### config.mk
export PLATFORM = sky130hd
export DESIGN_NAME = alle_cell
export DESIGN_NICKNAME = d
export VERILOG_FILES = /design/src/hdl/alle_pkg.sv /design/src/hdl/alle_cell.sv
export SDC_FILE = /design/constraint.sdc
export NUM_CORES = 1
export LEC_CHECK = 0
export BUFFER_PORTS_ARGS = -buffer_cell sky130_fd_sc_hd__buf_4
export CAP_MARGIN = 20
export CORE_MARGIN = 3
export CORE_UTILIZATION = 53
export CTS_CLUSTER_SIZE = 30
export DETAILED_ROUTE_END_ITERATION = 10
export MAX_ROUTING_LAYER = met4
export PLACE_DENSITY_LB_ADDON = 0.3
export SLEW_MARGIN = 5
export SYNTH_ARGS = -nofsm -noshare
export SYNTH_HDL_FRONTEND = slang
export SYNTH_SLANG_ARGS = --single-unit
### constraint.sdc
create_clock -name clk -period 11.2 [get_ports clk]
set_clock_uncertainty 0.1 [all_clocks]
set_input_delay 0 -clock clk [delete_from_list [all_inputs] [get_ports clk]]
set_output_delay 0 -clock clk [all_outputs]
set_load 0.01 [all_outputs]
### src/hdl/alle_pkg.sv
// ----------------------------------------------------------------------------
// alle_pkg
// Types and codes shared by the linked list engine: command and result words,
// opcodes, the walk token that travels down the cell row, and a list element.
// ----------------------------------------------------------------------------
`default_nettype none

package alle_pkg;

  localparam int KEY_W   = 32;
  localparam int OP_W    = 3;
  localparam int COUNT_W = 7;

  typedef enum logic [OP_W-1:0] {
    OP_CLEAR    = 3'd0,
    OP_INS_HEAD = 3'd1,
    OP_INS_TAIL = 3'd2,
    OP_INS_SORT = 3'd3,
    OP_REM_HEAD = 3'd4,
    OP_REM_KEY  = 3'd5,
    OP_SIZE     = 3'd6
  } op_t;

  // What a token does at the cell it visits.
  typedef enum logic [2:0] {
    MD_PASS     = 3'd0,
    MD_SHIFT    = 3'd1,
    MD_PULL     = 3'd2,
    MD_INS_SORT = 3'd3,
    MD_INS_TAIL = 3'd4,
    MD_REM_KEY  = 3'd5,
    MD_CLEAR    = 3'd6
  } mode_t;

  typedef struct packed {
    logic [OP_W-1:0]         opcode;
    logic signed [KEY_W-1:0] key;
  } in_word_t;

  typedef struct packed {
    logic               ok;
    logic [COUNT_W-1:0] count;
    logic               is_empty;
    logic               is_full;
  } out_word_t;

  typedef struct packed {
    logic                    active;
    mode_t                   mode;
    logic                    hit;
    logic                    carry_v;
    logic signed [KEY_W-1:0] key;
  } tok_t;

  typedef struct packed {
    logic                    v;
    logic signed [KEY_W-1:0] key;
  } elem_t;

endpackage

`default_nettype wire

### src/hdl/alle_cell.sv
// ----------------------------------------------------------------------------
// alle_cell
// One list position. Holds one element and acts on the walk token as it
// passes: place a key, shift the row right, pull the row left or clear.
// ----------------------------------------------------------------------------
`default_nettype none

module alle_cell (
  input  wire logic            clk,
  input  wire logic            rst_n,
  input  wire alle_pkg::tok_t  tok_in,
  output alle_pkg::tok_t       tok_out,
  input  wire alle_pkg::elem_t right_in,
  output alle_pkg::elem_t      el_out
);
  import alle_pkg::*;

  logic                    el_v_r, el_v_nxt;
  logic signed [KEY_W-1:0] el_key_r, el_key_nxt;
  tok_t                    tok_r, tok_nxt;

  always_comb begin
    el_v_nxt   = el_v_r;
    el_key_nxt = el_key_r;
    tok_nxt    = tok_in;
    if (tok_in.active) begin
      case (tok_in.mode)
        MD_INS_SORT: begin
          // place ahead of the first element not less than the new key
          if (!el_v_r || el_key_r >= tok_in.key) begin
            el_v_nxt        = 1'b1;
            el_key_nxt      = tok_in.key;
            tok_nxt.mode    = MD_SHIFT;
            tok_nxt.carry_v = el_v_r;
            tok_nxt.key     = el_key_r;
          end
        end
        MD_INS_TAIL: begin
          if (!el_v_r) begin
            el_v_nxt     = 1'b1;
            el_key_nxt   = tok_in.key;
            tok_nxt.mode = MD_PASS;
          end
        end
        MD_SHIFT: begin
          el_v_nxt        = tok_in.carry_v;
          el_key_nxt      = tok_in.key;
          tok_nxt.carry_v = el_v_r;
          tok_nxt.key     = el_key_r;
        end
        MD_REM_KEY: begin
          if (el_v_r && el_key_r == tok_in.key) begin
            el_v_nxt     = right_in.v;
            el_key_nxt   = right_in.key;
            tok_nxt.mode = MD_PULL;
            tok_nxt.hit  = 1'b1;
          end
        end
        MD_PULL: begin
          el_v_nxt   = right_in.v;
          el_key_nxt = right_in.key;
        end
        MD_CLEAR: begin
          el_v_nxt = 1'b0;
        end
        default: begin
        end
      endcase
    end
  end

  always_ff @(posedge clk) begin
    if (!rst_n) begin
      el_v_r <= 1'b0;
      tok_r  <= '0;
    end else begin
      el_v_r <= el_v_nxt;
      tok_r  <= tok_nxt;
    end
  end

  always_ff @(posedge clk) begin
    el_key_r <= el_key_nxt;
  end

  assign tok_out = tok_r;
  assign el_out  = '{v: el_v_r, key: el_key_r};

endmodule

`default_nettype wire

==> flow_summary.json <==
{
  "dieArea_um2": 7966,
  "netlist_instances": 327,
  "clk_pin_slew_ps": 80,
  "ys_seq_area_frac": 0.4741,
  "max-vdd-ir-drop_v": 0.0001030,
  "io-pin-count": 144,
  "syn_nets": 436,
  "period_share": 0.3200,
  "cts.sinks": 71,
  "place_area_um2": 4808,
  "ys_seq_elements": 71,
  "crit_fanout": 18,
  "fin_setup_tns_ps": 0,
  "slew_headroom": 0.3591,
  "synth.top_cell.area_share": 0.2616,
  "antenna_found_initial": 0,
  "initial_core_util": 0.5625,
  "final_cells": 630,
  "stdcell_area_um2": 5772,
  "antenna_cells": 0,
  "grt_max_degree": 33,
  "drv_cap": 0,
  "p_leak_nw": 2.731,
  "crit_type": "register to register",
  "rsz0062_at_grt": "false",
  "clock_latency_ps": 350,
  "setup_violations": 0,
  "grt_overflow": 0,
  "fin_util": 0.8837,
  "hold_depth": 5,
  "final_antenna_net_count": 0,
  "nNetsFinal": 657,
  "required_ps": 11130,
  "gp_congestion": 0.8410,
  "core_region_area_um2": 6531,
  "drcViolationCount": 0,
  "grt_pass1_vias": 3617,
  "vias_per_cell": 5.638,
  "reg2regPathDepth": 9,
  "preCtsSetupSlack_ps": 7153,
  "placedCellCount": 537,
  "hold_viol": 0,
  "post_cts_buffers": 0,
  "synthTopCellsByArea": "edfxtp_1 (26%), dfxtp_1 (21%), ha_1 (12%), mux2_2 (9.8%), a22o_1 (7.6%)",
  "dr.pass1.iters": 5,
  "ys_warn_count": 0,
  "vias": 3552,
  "fmax_mhz": 279.1,
  "ys_types": 41,
  "endpoint_kind": "register",
  "drive_gt1_frac": 0.3580,
  "rows": 29,
  "period_needed_ps": 3584,
  "synthesis.area_um2": 3674,
  "htreeDepth": 3,
  "area_growth_pct": 57.12,
  "post-dp-hpwl_um": 7046,
  "slew_violations": 0,
  "setup_ws_ps": 7616,
  "die_y_um": 89.26,
  "worst_pin_slew_ps": 959.2,
  "wl_um": 11520,
  "port_buffers": 143,
  "power_density_nw_per_um2": 116.0,
  "min_path_type": "input pin to register",
  "cts_root_buf": "clkbuf_8",
  "syn_area_per_cell_um2": 11.23,
  "drt-wirelength-per-cell_um": 18.28,
  "cp_data_arrival_time_ps": 3520,
  "grt_use_total": 0.2995,
  "synth_top_area_cell": "edfxtp_1",
  "cts_tree": "built",
  "cp-start-kind": "register",
  "dieWidth_um": 89.26,
  "status": "finished clean",
  "drt-initial-drc-count": 150,
  "grt_pass1_wl_um": 17470,
  "clk_path_buf_depth": 2,
  "numCtsBuffers": 9
}
==> layout by cell type, fill, tap and decap left out, drive strengths merged, types with 12 or more instances in the layout <==
cell         count
a21oi           20
a22o            32
buf            146
clkbuf          13
dfxtp           39
dlygate4sd3     76
edfxtp          32
ha              36
inv             40
mux2            32
nand2           15
nor2            12
==> where the power goes <==
part | switching (mW) | total, mW | internal [mW]
combinational | 0.0731 | 0.163 | 0.0894
clock | 0.0959 | 0.205 | 0.109
sequential | 0.0104 | 0.302 | 0.292
==> flip-flops by register name (all words and copies together), names as in the netlist <==
register	count
el_key_r	32
tok_out	38
el_v_r	1
==> through the flow <==
step | total power, mW | hold slack, ps
global placement | 0.4368 | 109.0
floorplan | 0.3752 | 20.67
detailed placement | 0.4419 | 132.2
global route | 0.6971 | 184.6
finish | 0.6693 | 104.4
CTS | 0.6639 | 106.0
==> per-layer routing <==
layer | vias up | global-route usage | routed length, um
met4 | 0 | 0.1204 | 311
met1 | 1685 | 0.3172 | 4262
li1 | 1644 | - | -
met5 | - | - | 0
met2 | 192 | 0.5291 | 5976
met3 | 31 | 0.07742 | 967
==> worst max-delay path, stage by stage (launching register included) <==
cell	delay (ps)
edfxtp_1	440
ha_1	340
nand4_1	180
nor4_1	480
a211o_1	240
a311oi_2	120
o211ai_1	450
nor3b_2	390
buf_6	230
buf_4	280
==> timing repair <==
action	in CTS	in global routing
endpoints found under the hold margin	71	0
endpoints found under the setup margin	0	0
resized for setup	0	0
hold buffers	76	0
==> logic make-up after synthesis <==
family,Yosys count,synth area share
DFF,71,0.4741
AOI/OAI and AO/OA,80,0.1655
adders and majority gates,36,0.1226
buffers and inverters,52,0.06131
and+or+nand+nor,53,0.07051
xor gates and xnor gates,1,0.002385
muxes,34,0.1035
==> cell type report <==
type | count | area (um^2)
sequential | 71 | 1742
clock inverter | 3 | 42.54
multi-input combinational | 204 | 1732
fill | 293 | 759.5
inverter | 40 | 150.1
tap | 77 | 96.34
timing repair buffer | 222 | 1861
clock buffer | 13 | 148.9
==> synth_stat cells <==
| cell type | n |
|---|---|
| and3_1 | 1 |
| nor3_1 | 4 |
| a221oi_1 | 1 |
| a21oi_2 | 1 |
| a221oi_2 | 1 |
| a211oi_1 | 1 |
| or2_2 | 1 |
| buf_4 | 1 |
| xnor2_1 | 1 |
| mux2_2 | 32 |
| a21oi_1 | 19 |
| nor2b_1 | 4 |
| a211o_1 | 1 |
| o311a_4 | 1 |
| buf_2 | 3 |
| o21ai_0 | 10 |
| o21a_1 | 1 |
| a22oi_1 | 1 |
| nor4_1 | 1 |
| nand3_1 | 5 |
| nor3b_1 | 1 |
| a311oi_2 | 1 |
| dfxtp_1 | 39 |
| a221o_1 | 1 |
| ha_1 | 36 |
| a21o_1 | 3 |
| clkbuf_1 | 5 |
| and4_1 | 2 |
| o311ai_0 | 2 |
| nand2_1 | 15 |
| nand2b_1 | 1 |
| edfxtp_1 | 32 |
| and2_1 | 1 |
| inv_1 | 40 |
| a22o_1 | 32 |
| nor2_1 | 12 |
| o211ai_1 | 2 |
| mux2i_1 | 2 |
| o31a_1 | 2 |
| nand4_1 | 5 |
| buf_6 | 3 |
==> path summary, 6_finish.rpt <==
| kind | start | to | slack (ps) |
|---|---|---|---|
| worst max-delay path | el_key_r[14] | el_key_r[0] | 7620 |
| worst min-delay path | right_in[32] | el_v_r | 100 |
| worst max register to register | el_key_r[14] | el_key_r[0] | 7620 |
| worst min register to register | el_key_r[15] | tok_out[15] | 440 |
(Power assumes the default switching activity.)
