$ cat src/hdl/alle_pkg.sv
// ----------------------------------------------------------------------------
// alle_pkg
// Types and codes shared by the linked list engine: command and result words,
// opcodes, the walk token that travels down the cell row, and a list element.
// ----------------------------------------------------------------------------
`default_nettype none

package alle_pkg;

  localparam int KEY_W   = 32;
  localparam int OP_W    = 3;
  localparam int COUNT_W = 7;

  typedef enum logic [OP_W-1:0] {
    OP_CLEAR    = 3'd0,
    OP_INS_HEAD = 3'd1,
    OP_INS_TAIL = 3'd2,
    OP_INS_SORT = 3'd3,
    OP_REM_HEAD = 3'd4,
    OP_REM_KEY  = 3'd5,
    OP_SIZE     = 3'd6
  } op_t;

  // What a token does at the cell it visits.
  typedef enum logic [2:0] {
    MD_PASS     = 3'd0,
    MD_SHIFT    = 3'd1,
    MD_PULL     = 3'd2,
    MD_INS_SORT = 3'd3,
    MD_INS_TAIL = 3'd4,
    MD_REM_KEY  = 3'd5,
    MD_CLEAR    = 3'd6
  } mode_t;

  typedef struct packed {
    logic [OP_W-1:0]         opcode;
    logic signed [KEY_W-1:0] key;
  } in_word_t;

  typedef struct packed {
    logic               ok;
    logic [COUNT_W-1:0] count;
    logic               is_empty;
    logic               is_full;
  } out_word_t;

  typedef struct packed {
    logic                    active;
    mode_t                   mode;
    logic                    hit;
    logic                    carry_v;
    logic signed [KEY_W-1:0] key;
  } tok_t;

  typedef struct packed {
    logic                    v;
    logic signed [KEY_W-1:0] key;
  } elem_t;

endpackage

`default_nettype wire

$ cat src/hdl/alle_ctrl.sv
// ----------------------------------------------------------------------------
// alle_ctrl
// Command front end: checks full and empty, launches the walk token into the
// cell row, keeps the element count and issues the result word.
// ----------------------------------------------------------------------------
`default_nettype none

module alle_ctrl #(
  parameter int SLOTS = 64
) (
  input  wire logic               clk,
  input  wire logic               rst_n,
  input  wire logic               start,
  input  wire alle_pkg::in_word_t in_cmd,
  output logic                    busy,
  output logic                    out_valid,
  output alle_pkg::out_word_t     out_res,
  output alle_pkg::tok_t          tok_launch,
  input  wire alle_pkg::tok_t     tok_done
);
  import alle_pkg::*;

  localparam int CNT_W = $clog2(SLOTS + 1);

  typedef enum logic {
    S_IDLE,
    S_WALK
  } state_t;

  state_t     state_r, state_nxt;
  logic [CNT_W-1:0] count_r, count_nxt;
  op_t        op_r, op_nxt;
  tok_t       tok_r, tok_nxt;
  logic       vld_r, vld_nxt;
  out_word_t  res_r, res_nxt;
  logic       accept, full, empty, ok_w;
  op_t        op_in;

  assign accept = start && (state_r == S_IDLE);
  assign full   = (count_r == CNT_W'(SLOTS));
  assign empty  = (count_r == '0);
  assign op_in  = op_t'(in_cmd.opcode);

  always_comb begin
    state_nxt = state_r;
    count_nxt = count_r;
    op_nxt    = op_r;
    tok_nxt   = '0;
    vld_nxt   = 1'b0;
    ok_w      = 1'b0;

    if (accept) begin
      op_nxt      = op_in;
      tok_nxt.key = in_cmd.key;
      case (op_in)
        OP_CLEAR: begin
          tok_nxt.active = 1'b1;
          tok_nxt.mode   = MD_CLEAR;
        end
        OP_INS_HEAD: begin
          tok_nxt.active  = !full;
          tok_nxt.mode    = MD_SHIFT;
          tok_nxt.carry_v = 1'b1;
        end
        OP_INS_TAIL: begin
          tok_nxt.active = !full;
          tok_nxt.mode   = MD_INS_TAIL;
        end
        OP_INS_SORT: begin
          tok_nxt.active = !full;
          tok_nxt.mode   = MD_INS_SORT;
        end
        OP_REM_HEAD: begin
          tok_nxt.active = !empty;
          tok_nxt.mode   = MD_PULL;
          tok_nxt.hit    = 1'b1;
        end
        OP_REM_KEY: begin
          tok_nxt.active = !empty;
          tok_nxt.mode   = MD_REM_KEY;
        end
        OP_SIZE: begin
          ok_w = 1'b1;
        end
        default: begin
          ok_w = 1'b0;
        end
      endcase
      // refused and trivial commands answer at once
      if (tok_nxt.active) begin
        state_nxt = S_WALK;
      end else begin
        vld_nxt = 1'b1;
      end
    end else if (state_r == S_WALK && tok_done.active) begin
      state_nxt = S_IDLE;
      vld_nxt   = 1'b1;
      case (op_r)
        OP_CLEAR: begin
          ok_w      = 1'b1;
          count_nxt = '0;
        end
        OP_INS_HEAD, OP_INS_TAIL, OP_INS_SORT: begin
          ok_w      = 1'b1;
          count_nxt = count_r + 1'b1;
        end
        OP_REM_HEAD, OP_REM_KEY: begin
          ok_w = tok_done.hit;
          if (tok_done.hit) begin
            count_nxt = count_r - 1'b1;
          end
        end
        default: begin
          ok_w = 1'b0;
        end
      endcase
    end

    res_nxt.ok       = ok_w;
    res_nxt.count    = COUNT_W'(count_nxt);
    res_nxt.is_empty = (count_nxt == '0);
    res_nxt.is_full  = (count_nxt == CNT_W'(SLOTS));
  end

  always_ff @(posedge clk) begin
    if (!rst_n) begin
      state_r <= S_IDLE;
      count_r <= '0;
      op_r    <= OP_SIZE;
      tok_r   <= '0;
      vld_r   <= 1'b0;
      res_r   <= '0;
    end else begin
      state_r <= state_nxt;
      count_r <= count_nxt;
      op_r    <= op_nxt;
      tok_r   <= tok_nxt;
      vld_r   <= vld_nxt;
      res_r   <= res_nxt;
    end
  end

  assign busy       = (state_r != S_IDLE);
  assign out_valid  = vld_r;
  assign out_res    = res_r;
  assign tok_launch = tok_r;

`ifndef SYNTH
  a_vld_idle: assert property (@(posedge clk) disable iff (!rst_n)
    vld_r |-> state_r == S_IDLE)
    else $error("result strobe raised during a walk");

  a_count_range: assert property (@(posedge clk) disable iff (!rst_n)
    count_r <= CNT_W'(SLOTS))
    else $error("element count beyond pool size");

  a_done_walk: assert property (@(posedge clk) disable iff (!rst_n)
    tok_done.active |-> state_r == S_WALK)
    else $error("token left the row with no walk in progress");

  a_accept_resp: assert property (@(posedge clk) disable iff (!rst_n)
    accept |=> (busy || vld_r))
    else $error("accepted command neither walks nor answers");
`endif

endmodule

`default_nettype wire

$ cat config.mk
export PLATFORM = sky130hd
export DESIGN_NAME = alle_ctrl
export DESIGN_NICKNAME = d
export VERILOG_FILES = /design/src/hdl/alle_pkg.sv /design/src/hdl/alle_ctrl.sv
export SDC_FILE = /design/constraint.sdc
export NUM_CORES = 1
export LEC_CHECK = 0
export BUFFER_PORTS_ARGS = -buffer_cell sky130_fd_sc_hd__buf_2
export CAP_MARGIN = 40
export CORE_MARGIN = 4
export CORE_UTILIZATION = 40
export CTS_BUF_LIST = sky130_fd_sc_hd__clkbuf_8
export DETAILED_ROUTE_END_ITERATION = 12
export HOLD_SLACK_MARGIN = 0.02
export PLACE_DENSITY = 0.75
export SLEW_MARGIN = 20
export SYNTH_ARGS = -nofsm -noshare
export SYNTH_HDL_FRONTEND = slang
export SYNTH_SLANG_ARGS = --single-unit
$ cat constraint.sdc
create_clock -name clk -period 1.8 [get_ports clk]
set_input_delay 0.36 -clock clk [delete_from_list [all_inputs] [get_ports clk]]
set_output_delay 0.36 -clock clk [all_outputs]
set_load 0.005 [all_outputs]
==> results summary <==
The run finished with clean final reports. The yosys synthesis warning count is 0. The library cells used most frequently in the layout, excluding fill and tap cells, are buf_2, dfxtp_1, and3_1. Buffers inserted to repair hold after CTS numbered 0.

The xor/xnor share of the synthesized area is 0. The detailed router finished its first iteration with 190 violations. The die footprint came out at 6300 sq um. Using the TritonRoute via totals, the vias-per-cell ratio works out to 4.92. The slew at the pin closest to its max-slew limit came out at 339 ps. After routing, the total negative slack on setup checks comes to 0 ps.

The HPWL after detailed placement is 3710 um. The time the final worst path needs with I/O delays and setup came out at 1710 ps. TritonCTS built the clock tree. The routability-driven placement congestion ratio is 0.878. The number of nets in the synthesized netlist came out at 285. The area inside the core boundary is 4820 sq um. Summing all flip-flop and latch instances after layout gives 1070 sq um.

The worst setup path is launched from a flop. Counting the buffers created by CTS gives 5. The final global-route overflow total is 0. Clock-pin slew was measured on the worst setup and hold paths at 90 ps. The maximum number of pins on one net before global-route repair is 37.

The upper clock frequency limit is 585 MHz. The total number of vias came out at 1815. Including well taps, the total number of placed cells is 360.

The max capacitance violation total came out at 0. The total area of multi-input combinational cells is 925 sq um. Setup repair after global routing left no endpoint under its margin. The global-route usage over all layers is 0.160.

The proportion of synthesized flip-flops having asynchronous set or reset is 0. The initial antenna violation count came to 0. CTS built an H-tree with a depth of 2. The count of TritonRoute iterations in the first routing pass came out at 4. The number of slew-limit violations in the final report came out at 0.

The worst flop-to-flop path endpoint is out_res[0]$_SDFF_PN0_. The met3 track utilization from global routing came out at 0.0542. The number of enable flip-flop cells after synthesis is 0. From left edge to right edge, the die measures 79.4 um. The largest driver fanout on the critical path is 5. The ratio of final minimum period to clock period is 0.950.

The post-synthesis compound-gate area fraction is 0.138. The critical path data arrival time came out at 1920 ps. The worst setup path is captured at a flop.

The tree is rooted in a clkbuf_8. The critical path is of the reg2reg type. Counting the fill cells in the layout gives 463.

The post-route total power came out at 0.00220 W. The portion of netlist area occupied by mux cells came out at 0.0153. The worst hold path begins at in_cmd[7]. During I/O placement, the number of pins put on the boundary was 126. The final worst clock skew is 9.11 ps.

The synthesized cell area is 2040 sq um. In the global route stage, met1 resource usage came out at 0.199. The wire length per cell is 13.6 um.

The reported leakage power came out at 1.38 nW. STA puts the critical path data required time at 2010 ps. The adder-cell share of the synthesized area is 0.0123. The cell that appears most often on the critical path is nor4_2. The number of distinct library cell variants in the gate-level netlist after synthesis came out at 47. Traced cell by cell, the critical path runs through ha_2 -> nand3_1 -> nor4_2 -> a41oi_1 -> o31a_1 -> nor4_2. Of the total synthesized cell area, the portion taken by AND, OR, NAND and NOR gates is 0.268.

The count of state elements after synthesis is 53. The initial cell density of the core came out at 0.423. The number of global-route vias before repair is 1725. The count of nets left with antenna violations once routing finished came out at 0. The critical path startpoint is out_res[3]$_SDFF_PN0_. Leaving out fill and tap cells, the most frequent cell in the layout is buf_2. In this run the core area contains 25 standard-cell rows. The number of antenna diodes in the final layout is 0. The peak supply drop came out at 0.432 mV.

The final wirelength came out at 5000 um. The number of I/O port buffers is 89. The net count of the finished layout is 379. The first global-routing pass estimated 8060 um of wire.

The fraction of final layout cells with drive strength greater than 1 is 0.437. The post-synthesis area per instance is 9.85 sq um. After detailed routing, the number of remaining DRC violations is 0.

The path type of the worst min-delay path is in2reg. The busiest layer in global routing is met2. The count of clock tree sinks is 53.

The number of hold violations in the final report came out at 0. The total power divided by cell area came out at 810 nW/um^2. The worst register-to-register path begins at out_res[3]$_SDFF_PN0_.

The gate count after technology mapping came out at 207. For the worst flop-to-flop path, the logic depth is 6. The die extent in y is 79.4 um.

The normalized max-slew margin is 0.773. The count of non-filler cells in the finished layout is 369. The sequential area share after synthesis is 0.521. The met2 track utilization from global routing came out at 0.266.

The later pin in the worst-skew pair is clocked with a latency of 300 ps. The delay contributed by the slowest stage of the critical path came out at 380 ps. For this run, the leading register cell type out of synthesis is dfxtp_1. The clock tree buffer depth came out at 2.

The cell type of the slowest stage on the worst timing path is dfxtp_2. The most critical setup path has its endpoint at out_res[0]$_SDFF_PN0_. From synthesis to final layout, the design area changed by 33.2%.

The instance count along the most critical hold path came out at 2. The main combinational cell family by area after synthesis is simple AND/OR/NAND/NOR gates. The number of failing setup endpoints in the final timing report is 0.

The register-to-register path setup slack is 90 ps.
-- flip-flops by register name (all words and copies together), names as in the netlist --
name	cells
busy	1
op_r	3
out_res	10
out_valid	1
tok_launch	38
-- critical path, delay by kind of cell, from the launching register on --
kind,cells,cell delay [ps]
and+or+nand+nor,3,630
AOI/OAI and AO/OA,2,400
adders and majority gates,1,220
DFF,1,380
-- stage by stage --
step	hold WS, ps	utilization	cell area (sq um)	setup slack [ps]
final	279	0.564	2720	89.3
after global routing	266	0.564	2720	2.09
after CTS	271	0.554	2670	15.8
after detailed placement	510	0.534	2570	57.6
after global placement	499	0.534	2570	50.0
after floorplan	484	-	2040	153
-- layout make-up --
cell class / instances / share of cell area
timing repair buffer: 99 / 0.192
inverter: 7 / 0.00968
multi-input combinational: 135 / 0.341
clock inverter: 3 / 0.00783
sequential: 53 / 0.394
tap: 67 / 0.0309
clock buffer: 5 / 0.0253
-- how the worst min path moves through the flow --
stage	endpoint
2_1_floorplan	op_r[0]$_SDFFE_PN0P_
3_3_place_gp	op_r[0]$_SDFFE_PN0P_
3_5_place_dp	op_r[0]$_SDFFE_PN0P_
4_1_cts	tok_launch[29]$_SDFF_PN0_
5_1_grt	tok_launch[23]$_SDFF_PN0_
6_report	tok_launch[7]$_SDFF_PN0_
-- timing repair --
item,4_1_cts,5_1_grt
buffers inserted,0,1
endpoints found under the setup margin,1,4
pin swaps,0,6
gates resized for setup,1,15
-- cell usage after synthesis, types with 2 or more instances --
cell type	number	area (sq um)
nor4_1	5	31.3
nor3_1	5	25.0
nand2b_1	3	18.8
nor2_1	11	41.3
mux2i_1	2	20.0
and3_1	36	225
ha_1	2	25.0
dfxtp_1	53	1060
o21a_1	3	22.5
nand3_1	2	10.0
nand2_1	13	48.8
inv_1	6	22.5
and2_1	3	18.8
o31ai_1	2	15.0
nor2b_1	2	12.5
buf_4	2	15.0
a31oi_1	4	25.0
nand3b_1	2	15.0
a21oi_1	7	35.0
clkbuf_1	8	30.0
buf_6	2	22.5
nor4_2	2	25.0
o211ai_1	5	37.5
nand4_1	3	18.8
o31a_1	2	17.5
-- report_power, final --
part	internal, W	switching (W)	leakage, nW	total [W]
Combinational	0.000142	0.000151	0.898	0.000293
Sequential	0.00122	0.0000254	0.435	0.00125
Clock	0.000276	0.000380	0.0445	0.000656
Total	0.00164	0.000556	1.38	0.00220
-- cell families (layout without fill, tap and decap cells) --
logic type	count (synthesis)	after routing
flip-flops	53	53
AO/OA/AOI/OAI	37	37
buffers and inverters	19	114
multiplexers	3	3
AND/OR/NAND/NOR	93	93
adder cells (fa/ha/maj)	2	2
-- per-layer routing --
metal  vias to the layer above  share of wire
met1                       818           0.42
li1                        936              -
met2                        57           0.50
met4                         0         0.0084
met3                         4          0.070
met5                         -              0
Note: power is estimated with default switching activity, not from simulation.
